## src/rtl/core/sha256_stream_hasher_assert.svh

```systemverilog
// Assertion macros used by the hasher RTL.
`ifndef SHA256_STREAM_HASHER_ASSERT_SVH
`define SHA256_STREAM_HASHER_ASSERT_SVH
`ifndef SYNTHESIS
`define SHS_ASSERT(label, cond) \
    label: assert property (@(posedge clk) disable iff (!rst_n) (cond)) \
        else $error("sha256 hasher: invariant violated");
`define SHS_ASSERT_NEXT(label, ante, cons) \
    label: assert property (@(posedge clk) disable iff (!rst_n) (ante) |=> (cons)) \
        else $error("sha256 hasher: sequence violated");
`else
`define SHS_ASSERT(label, cond)
`define SHS_ASSERT_NEXT(label, ante, cons)
`endif
`endif

```

## src/rtl/core/shs_pkg.sv

```systemverilog
package shs_pkg;

    typedef enum logic [2:0]
    {
        ST_IDLE,
        ST_PAD,
        ST_ROUND,
        ST_FOLD,
        ST_EMIT
    } state_t;

    // Working variables of the compression function.
    typedef struct packed
    {
        logic [31:0] a;
        logic [31:0] b;
        logic [31:0] c;
        logic [31:0] d;
        logic [31:0] e;
        logic [31:0] f;
        logic [31:0] g;
        logic [31:0] h;
    } work_t;

    localparam logic [7:0] PAD_BYTE  = 8'h80;
    localparam logic [5:0] LEN_START = 6'd56;
    localparam logic [5:0] LAST_BYTE = 6'd63;
    localparam logic [5:0] LAST_RND  = 6'd63;
    localparam logic [2:0] LAST_IDX  = 3'd7;

    localparam logic [31:0] INIT_HASH [8] = '{
        32'h6a09e667, 32'hbb67ae85, 32'h3c6ef372, 32'ha54ff53a,
        32'h510e527f, 32'h9b05688c, 32'h1f83d9ab, 32'h5be0cd19
    };

    localparam logic [31:0] ROUND_K [64] = '{
        32'h428a2f98, 32'h71374491, 32'hb5c0fbcf, 32'he9b5dba5,
        32'h3956c25b, 32'h59f111f1, 32'h923f82a4, 32'hab1c5ed5,
        32'hd807aa98, 32'h12835b01, 32'h243185be, 32'h550c7dc3,
        32'h72be5d74, 32'h80deb1fe, 32'h9bdc06a7, 32'hc19bf174,
        32'he49b69c1, 32'hefbe4786, 32'h0fc19dc6, 32'h240ca1cc,
        32'h2de92c6f, 32'h4a7484aa, 32'h5cb0a9dc, 32'h76f988da,
        32'h983e5152, 32'ha831c66d, 32'hb00327c8, 32'hbf597fc7,
        32'hc6e00bf3, 32'hd5a79147, 32'h06ca6351, 32'h14292967,
        32'h27b70a85, 32'h2e1b2138, 32'h4d2c6dfc, 32'h53380d13,
        32'h650a7354, 32'h766a0abb, 32'h81c2c92e, 32'h92722c85,
        32'ha2bfe8a1, 32'ha81a664b, 32'hc24b8b70, 32'hc76c51a3,
        32'hd192e819, 32'hd6990624, 32'hf40e3585, 32'h106aa070,
        32'h19a4c116, 32'h1e376c08, 32'h2748774c, 32'h34b0bcb5,
        32'h391c0cb3, 32'h4ed8aa4a, 32'h5b9cca4f, 32'h682e6ff3,
        32'h748f82ee, 32'h78a5636f, 32'h84c87814, 32'h8cc70208,
        32'h90befffa, 32'ha4506ceb, 32'hbef9a3f7, 32'hc67178f2
    };

endpackage

```

## src/rtl/core/shs_round.sv

```systemverilog
module shs_round
(
    input  shs_pkg::work_t cur,
    input  logic [5:0]     rnd,
    input  logic [31:0]    w_t,
    input  logic [31:0]    w_1,
    input  logic [31:0]    w_9,
    input  logic [31:0]    w_14,
    output shs_pkg::work_t nxt,
    output logic [31:0]    w_new
);

    function automatic logic [31:0] big_sigma0(input logic [31:0] x);
        return {x[1:0], x[31:2]} ^ {x[12:0], x[31:13]} ^ {x[21:0], x[31:22]};
    endfunction

    function automatic logic [31:0] big_sigma1(input logic [31:0] x);
        return {x[5:0], x[31:6]} ^ {x[10:0], x[31:11]} ^ {x[24:0], x[31:25]};
    endfunction

    function automatic logic [31:0] small_sigma0(input logic [31:0] x);
        return {x[6:0], x[31:7]} ^ {x[17:0], x[31:18]} ^ {3'b000, x[31:3]};
    endfunction

    function automatic logic [31:0] small_sigma1(input logic [31:0] x);
        return {x[16:0], x[31:17]} ^ {x[18:0], x[31:19]} ^ {10'd0, x[31:10]};
    endfunction

    logic [31:0] ch;
    logic [31:0] maj;
    logic [31:0] t1;
    logic [31:0] t2;

    always_comb
    begin
        ch  = (cur.e & cur.f) ^ (~cur.e & cur.g);
        maj = (cur.a & cur.b) ^ (cur.a & cur.c) ^ (cur.b & cur.c);
        t1  = cur.h + big_sigma1(cur.e) + ch + shs_pkg::ROUND_K[rnd] + w_t;
        t2  = big_sigma0(cur.a) + maj;

        nxt.a = t1 + t2;
        nxt.b = cur.a;
        nxt.c = cur.b;
        nxt.d = cur.c;
        nxt.e = cur.d + t1;
        nxt.f = cur.e;
        nxt.g = cur.f;
        nxt.h = cur.g;

        // Schedule word sixteen rounds ahead of the current one.
        w_new = w_t + small_sigma0(w_1) + w_9 + small_sigma1(w_14);
    end

endmodule

```

## src/rtl/core/sha256_stream_hasher.sv

```systemverilog
// SHA-256 over a byte stream; one round of the compression function per cycle.
// A data byte is taken only while idle; a byte that completes a 64-byte block starts
// the rounds and the fold, and no byte is taken until they end. A finish word pads
// out the block (and a second one if the length does not fit), hashes each padded
// block, then gives eight digest words at one per cycle as the sink accepts them.
// Reset (rst_n low, asynchronous) loads the initial hash values and clears all counts.
module sha256_stream_hasher
(
    input  logic        clk,
    input  logic        rst_n,
    input  logic        in_valid,
    output logic        in_ready,
    input  logic        action,
    input  logic [7:0]  data_byte,
    output logic        out_valid,
    input  logic        out_ready,
    output logic [31:0] digest_word,
    output logic [2:0]  word_index,
    output logic        last_word
);

`include "sha256_stream_hasher_assert.svh"

    shs_pkg::state_t state_reg;
    shs_pkg::state_t state_next;

    logic [5:0]   cnt_reg;
    logic [60:0]  msg_reg;
    logic [511:0] buf_reg;
    logic [31:0]  hash_reg [8];
    shs_pkg::work_t work_reg;
    shs_pkg::work_t work_nxt;
    logic [5:0]   rnd_reg;
    logic         fin_reg;
    logic         pad_first_reg;
    logic         len_ok_reg;
    logic [63:0]  len_reg;
    logic [2:0]   idx_reg;

    logic         data_take;
    logic         fin_take;
    logic         byte_take;
    logic         len_phase;
    logic [7:0]   feed_byte;
    logic         out_take;
    logic [31:0]  w_new;
    shs_pkg::work_t hash_work;

    // The byte buffer doubles as the sixteen-word schedule window; word 0 sits at the top.
    shs_round u_round
    (
        .cur   (work_reg),
        .rnd   (rnd_reg),
        .w_t   (buf_reg[511:480]),
        .w_1   (buf_reg[479:448]),
        .w_9   (buf_reg[223:192]),
        .w_14  (buf_reg[63:32]),
        .nxt   (work_nxt),
        .w_new (w_new)
    );

    always_comb
    begin
        state_next = state_reg;
        unique case (state_reg)
            shs_pkg::ST_IDLE:
            begin
                if (in_valid)
                begin
                    if (action)
                        state_next = shs_pkg::ST_PAD;
                    else if (cnt_reg == shs_pkg::LAST_BYTE)
                        state_next = shs_pkg::ST_ROUND;
                end
            end
            shs_pkg::ST_PAD:
            begin
                if (cnt_reg == shs_pkg::LAST_BYTE)
                    state_next = shs_pkg::ST_ROUND;
            end
            shs_pkg::ST_ROUND:
            begin
                if (rnd_reg == shs_pkg::LAST_RND)
                    state_next = shs_pkg::ST_FOLD;
            end
            shs_pkg::ST_FOLD:
            begin
                if (!fin_reg)
                    state_next = shs_pkg::ST_IDLE;
                else if (len_ok_reg)
                    state_next = shs_pkg::ST_EMIT;
                else
                    state_next = shs_pkg::ST_PAD;
            end
            shs_pkg::ST_EMIT:
            begin
                if (out_ready && idx_reg == shs_pkg::LAST_IDX)
                    state_next = shs_pkg::ST_IDLE;
            end
            default:
                state_next = shs_pkg::ST_IDLE;
        endcase
    end

    always_comb
    begin
        in_ready  = (state_reg == shs_pkg::ST_IDLE);
        out_valid = (state_reg == shs_pkg::ST_EMIT);
        data_take = in_ready && in_valid && !action;
        fin_take  = in_ready && in_valid && action;
        out_take  = out_valid && out_ready;
        byte_take = data_take || (state_reg == shs_pkg::ST_PAD);
        // The length goes in the last eight bytes of the block that carries it.
        len_phase = (state_reg == shs_pkg::ST_PAD) && !pad_first_reg && len_ok_reg
                    && (cnt_reg >= shs_pkg::LEN_START);
        if (state_reg != shs_pkg::ST_PAD)
            feed_byte = data_byte;
        else if (pad_first_reg)
            feed_byte = shs_pkg::PAD_BYTE;
        else if (len_phase)
            feed_byte = len_reg[63:56];
        else
            feed_byte = 8'h00;
    end

    always_comb
    begin
        hash_work.a = hash_reg[0];
        hash_work.b = hash_reg[1];
        hash_work.c = hash_reg[2];
        hash_work.d = hash_reg[3];
        hash_work.e = hash_reg[4];
        hash_work.f = hash_reg[5];
        hash_work.g = hash_reg[6];
        hash_work.h = hash_reg[7];
    end

    always_ff @(posedge clk or negedge rst_n)
    begin
        if (!rst_n)
        begin
            state_reg     <= shs_pkg::ST_IDLE;
            cnt_reg       <= '0;
            msg_reg       <= '0;
            rnd_reg       <= '0;
            fin_reg       <= 1'b0;
            pad_first_reg <= 1'b0;
            len_ok_reg    <= 1'b0;
            idx_reg       <= '0;
            for (int i = 0; i < 8; i++)
                hash_reg[i] <= shs_pkg::INIT_HASH[i];
        end
        else
        begin
            state_reg <= state_next;
            if (byte_take)
                cnt_reg <= cnt_reg + 6'd1;
            if (data_take)
                msg_reg <= msg_reg + 61'd1;
            if (fin_take)
            begin
                fin_reg       <= 1'b1;
                pad_first_reg <= 1'b1;
                len_ok_reg    <= (cnt_reg < shs_pkg::LEN_START);
            end
            if (state_reg == shs_pkg::ST_PAD)
                pad_first_reg <= 1'b0;
            if (state_reg == shs_pkg::ST_ROUND)
                rnd_reg <= rnd_reg + 6'd1;
            else
                rnd_reg <= '0;
            if (state_reg == shs_pkg::ST_FOLD)
            begin
                hash_reg[0] <= hash_reg[0] + work_reg.a;
                hash_reg[1] <= hash_reg[1] + work_reg.b;
                hash_reg[2] <= hash_reg[2] + work_reg.c;
                hash_reg[3] <= hash_reg[3] + work_reg.d;
                hash_reg[4] <= hash_reg[4] + work_reg.e;
                hash_reg[5] <= hash_reg[5] + work_reg.f;
                hash_reg[6] <= hash_reg[6] + work_reg.g;
                hash_reg[7] <= hash_reg[7] + work_reg.h;
                // A block without the length means a second padded block follows.
                if (fin_reg)
                    len_ok_reg <= 1'b1;
                idx_reg <= '0;
            end
            if (out_take)
            begin
                idx_reg <= idx_reg + 3'd1;
                if (idx_reg == shs_pkg::LAST_IDX)
                begin
                    fin_reg <= 1'b0;
                    msg_reg <= '0;
                    for (int i = 0; i < 8; i++)
                        hash_reg[i] <= shs_pkg::INIT_HASH[i];
                end
            end
        end
    end

    always_ff @(posedge clk)
    begin
        if (fin_take)
            len_reg <= {msg_reg, 3'b000};
        else if (len_phase)
            len_reg <= {len_reg[55:0], 8'h00};

        if (byte_take)
            buf_reg <= {buf_reg[503:0], feed_byte};
        else if (state_reg == shs_pkg::ST_ROUND)
            buf_reg <= {buf_reg[479:0], w_new};

        if (byte_take && cnt_reg == shs_pkg::LAST_BYTE)
            work_reg <= hash_work;
        else if (state_reg == shs_pkg::ST_ROUND)
            work_reg <= work_nxt;
    end

    assign digest_word = hash_reg[idx_reg];
    assign word_index  = idx_reg;
    assign last_word   = (idx_reg == shs_pkg::LAST_IDX);

    `SHS_ASSERT(a_ready_excl_valid, !(in_ready && out_valid))
    `SHS_ASSERT(a_block_aligned, (state_reg == shs_pkg::ST_IDLE) || (state_reg == shs_pkg::ST_PAD) || (cnt_reg == 6'd0))
    `SHS_ASSERT_NEXT(a_round_to_fold, (state_reg == shs_pkg::ST_ROUND) && (rnd_reg == shs_pkg::LAST_RND), state_reg == shs_pkg::ST_FOLD)
    `SHS_ASSERT_NEXT(a_restart_clean, out_valid && out_ready && last_word, (msg_reg == 61'd0) && !fin_reg && in_ready)

endmodule
```

## config.mk

```make
export PLATFORM = sky130hd
export DESIGN_NAME = sha256_stream_hasher
export DESIGN_NICKNAME = d
export VERILOG_FILES = /design/src/rtl/core/shs_pkg.sv /design/src/rtl/core/shs_round.sv /design/src/rtl/core/sha256_stream_hasher.sv
export VERILOG_INCLUDE_DIRS = /design/src /design/src/rtl/core
export SDC_FILE = /design/constraint.sdc
export NUM_CORES = 2
export LEC_CHECK = 0
export BUFFER_PORTS_ARGS = -buffer_cell sky130_fd_sc_hd__buf_2
export CORE_ASPECT_RATIO = 0.7
export CORE_MARGIN = 4
export CORE_UTILIZATION = 45
export CTS_BUF_LIST = sky130_fd_sc_hd__clkbuf_8 sky130_fd_sc_hd__clkbuf_16
export CTS_CLUSTER_SIZE = 25
export DETAILED_ROUTE_END_ITERATION = 8
export PLACE_DENSITY_LB_ADDON = 0.05
export SYNTH_ARGS = -nofsm -noshare
export SYNTH_HDL_FRONTEND = slang
export SYNTH_SLANG_ARGS = --single-unit
```

## constraint.sdc

```tcl
create_clock -name clk -period 15.2 [get_ports clk]
set_clock_uncertainty 0.1 [all_clocks]
set_input_delay 1.52 -clock clk [delete_from_list [all_inputs] [get_ports clk]]
set_output_delay 1.52 -clock clk [all_outputs]
set_load 0.01 [all_outputs]
```

==> impl_metrics.tcl <==
set metrics [dict create \
    status "finished clean" \
    maxCapViolCount 0 \
    worstPathRequired_ns 15.74 \
    max_stage_delay_ns 0.83 \
    initial_core_util 0.453 \
    synth_warnings 0 \
    slew_headroom 0.0408 \
    core_um2 171000 \
    tightest_slew_ns 1.44 \
    place_congestion 0.967 \
    syn_area_per_cell_um2 9.30 \
    post_cts.repair.setup_buffers 0 \
    antenna_found_initial 10 \
    cts_tree "yes" \
    synth_top_cell_by_area "edfxtp_1" \
    first_iter_violations 7305 \
    die_h_um 356 \
    drv_slew 0 \
    wl_um 265000 \
    gr-total-overflow 0 \
    rows 127 \
    grt_pass1_wl_um 391000 \
    synth_commonest_cells "2498 x nand2_1, 829 x edfxtp_1, 537 x a21oi_1" \
    ios 51 \
    drive_gt1_frac 0.0843 \
    reg2reg_depth 36 \
    finalSetupViolCount 0 \
    clkSinkCount 1167 \
    synth_area_um2 77700 \
    synth_edf_count 829 \
    synth_cell_types 98 \
    min_period_over_period 0.733 \
    fin_tns_setup_ns 0 \
    reg2reg_to "work_reg[255]" \
    hold_depth 1 \
    die_x_um 505 \
    synth_top_area_frac 0.320 \
    min_path_type "flop to flop" \
    worstPathMaxFanout 16 \
    grt_max_degree 250 \
    drtPass1Iterations 6 \
    wl_per_cell_um 25.2 \
    path_clk_slew_ns 0.07 \
    area_growth_pct 8.58 \
    synth_area_leaders "edfxtp_1 32%, nand2_1 12%, dfrtp_1 6.5%" \
    critical_path.most_common_cell "o21ai_0" \
    endpoint_kind "flop" \
    synthArstFlopShare 0.290 \
    critPathKind "flop to flop" \
    vias_per_cell 5.77 \
    reg2reg_from "rnd_reg[1]" \
    hold_violations 0 \
    insertion_delay_ns 0.80 \
    fin_nets 8777 \
    cp_slowest_cell "dfrtp_1" \
    port_buffers 50 \
    cts_hold_buffers 0 \
    holdPathEnd "cnt_reg[5]" \
    vias 60700 \
    ys_seq_area_frac 0.431 \
    fin_crit_ns 11.15 \
    drc 0 \
    rrSetupSlack_ns 4.05 \
    cts-root-buf "clkbuf_16" \
    arrival_ns 11.69 \
    synthFlopType "edfxtp_1" \
    yosysMostFrequentCell "nand2_1" \
    cts_buffers 132 \
    die-area_um2 180000 \
    syn_inst 8360 \
    ant_nets 0 \
    fmax_mhz 89.7 \
    htreeDepth 4 \
    cts_resized 0 \
    grt_pass1_vias 56400 \
    cts_max_path_buffers 3 \
    grt_setup_unrepaired "no" \
    synth-seq-cells 1167 \
    synth_nets 8966 \
    largest_reg_flops 512 \
    hold_start "cnt_reg[5]" \
    grt_use_total 0.290 \
    cp-start-kind "flop" \
    dp.final_hpwl_um 193000 \
]
[area by class of cell]
class	count	area [um^2]
clock buffers	146	3500
clock inverters	94	976
well taps	2257	2820
multi-input cells	6403	41300
repair buffers	136	1030
flip-flops and latches	1167	33500
fillers	16100	87100
diodes	1	2.50
inverters	331	1240
[cell families after synthesis]
group | synth area share
adder cells (fa/ha/maj) | 0.115
AO/OA/AOI/OAI | 0.126
XOR/XNOR | 0.0695
flip-flops | 0.431
buffers and inverters | 0.0384
AND/OR/NAND/NOR | 0.181
multiplexers | 0.0391
[critical path, delay by kind of cell (launching register included)]
family,cells,cell delay [ns]
AOI/OAI and AO/OA,20,5.24
adders and majority gates,7,2.69
and+or+nand+nor,2,0.99
DFF,1,0.83
buffers and inverters,5,0.73
xor gates and xnor gates,2,0.42
[layout by cell type (no fill, tap or decap), types with 31 or more instances in the layout]
master     count
nand2_1     2496
edfxtp_1     829
a21oi_1      537
ha_1         398
nor2_1       394
o21ai_0      372
xnor2_1      365
inv_1        360
xor2_1       249
dfrtp_1      196
fa_1         195
a21o_1       177
dfstp_2      136
clkbuf_16    132
o211ai_1     106
nand3_1       97
mux2_2        95
buf_4         76
nor3_1        71
mux4_2        71
nand2b_1      61
buf_2         49
o21bai_1      48
and3_1        45
a211oi_1      43
nor2b_1       42
o21a_1        40
and2_1        37
mux2i_1       37
or3_1         37
nand4_1       35
o31ai_1       31
[per-layer routing]
| metal | vias up | GRT usage | part of all wire |
|---|---|---|---|
| li1 | 28300 | - | - |
| met1 | 29800 | 0.496 | 0.52 |
| met2 | 2354 | 0.361 | 0.37 |
| met3 | 218 | 0.0692 | 0.098 |
| met4 | 4 | 0.0482 | 0.013 |
| met5 | - | 0 | 0.000098 |
[through the flow]
stage | cell area (um^2) | setup slack (ns) | cells | util | hold WS, ns
5_1_grt | 84400 | 3.53 | 10500 | 0.492 | 0.392
2_1_floorplan | 77700 | 0.419 | 8360 | - | 0.335
4_1_cts | 84400 | 4.35 | 10500 | 0.492 | 0.375
6_report | 84400 | 4.05 | 10500 | 0.492 | 0.378
3_3_place_gp | 79900 | 4.29 | 10300 | 0.466 | 0.350
3_5_place_dp | 79900 | 4.38 | 10300 | 0.466 | 0.363
[worst max-delay path by stage]
stage,startpoint,endpoint
floorplan,in_valid,buf_reg[0]
global placement,rnd_reg[1],work_reg[255]
CTS,rnd_reg[1],work_reg[255]
detailed placement,rnd_reg[1],work_reg[255]
finish,rnd_reg[1],work_reg[255]
global route,rnd_reg[1],work_reg[255]
Power is left out: the tool's default activity adds up to more than one toggle a clock period on the data nets, which glitch-free logic cannot reach.
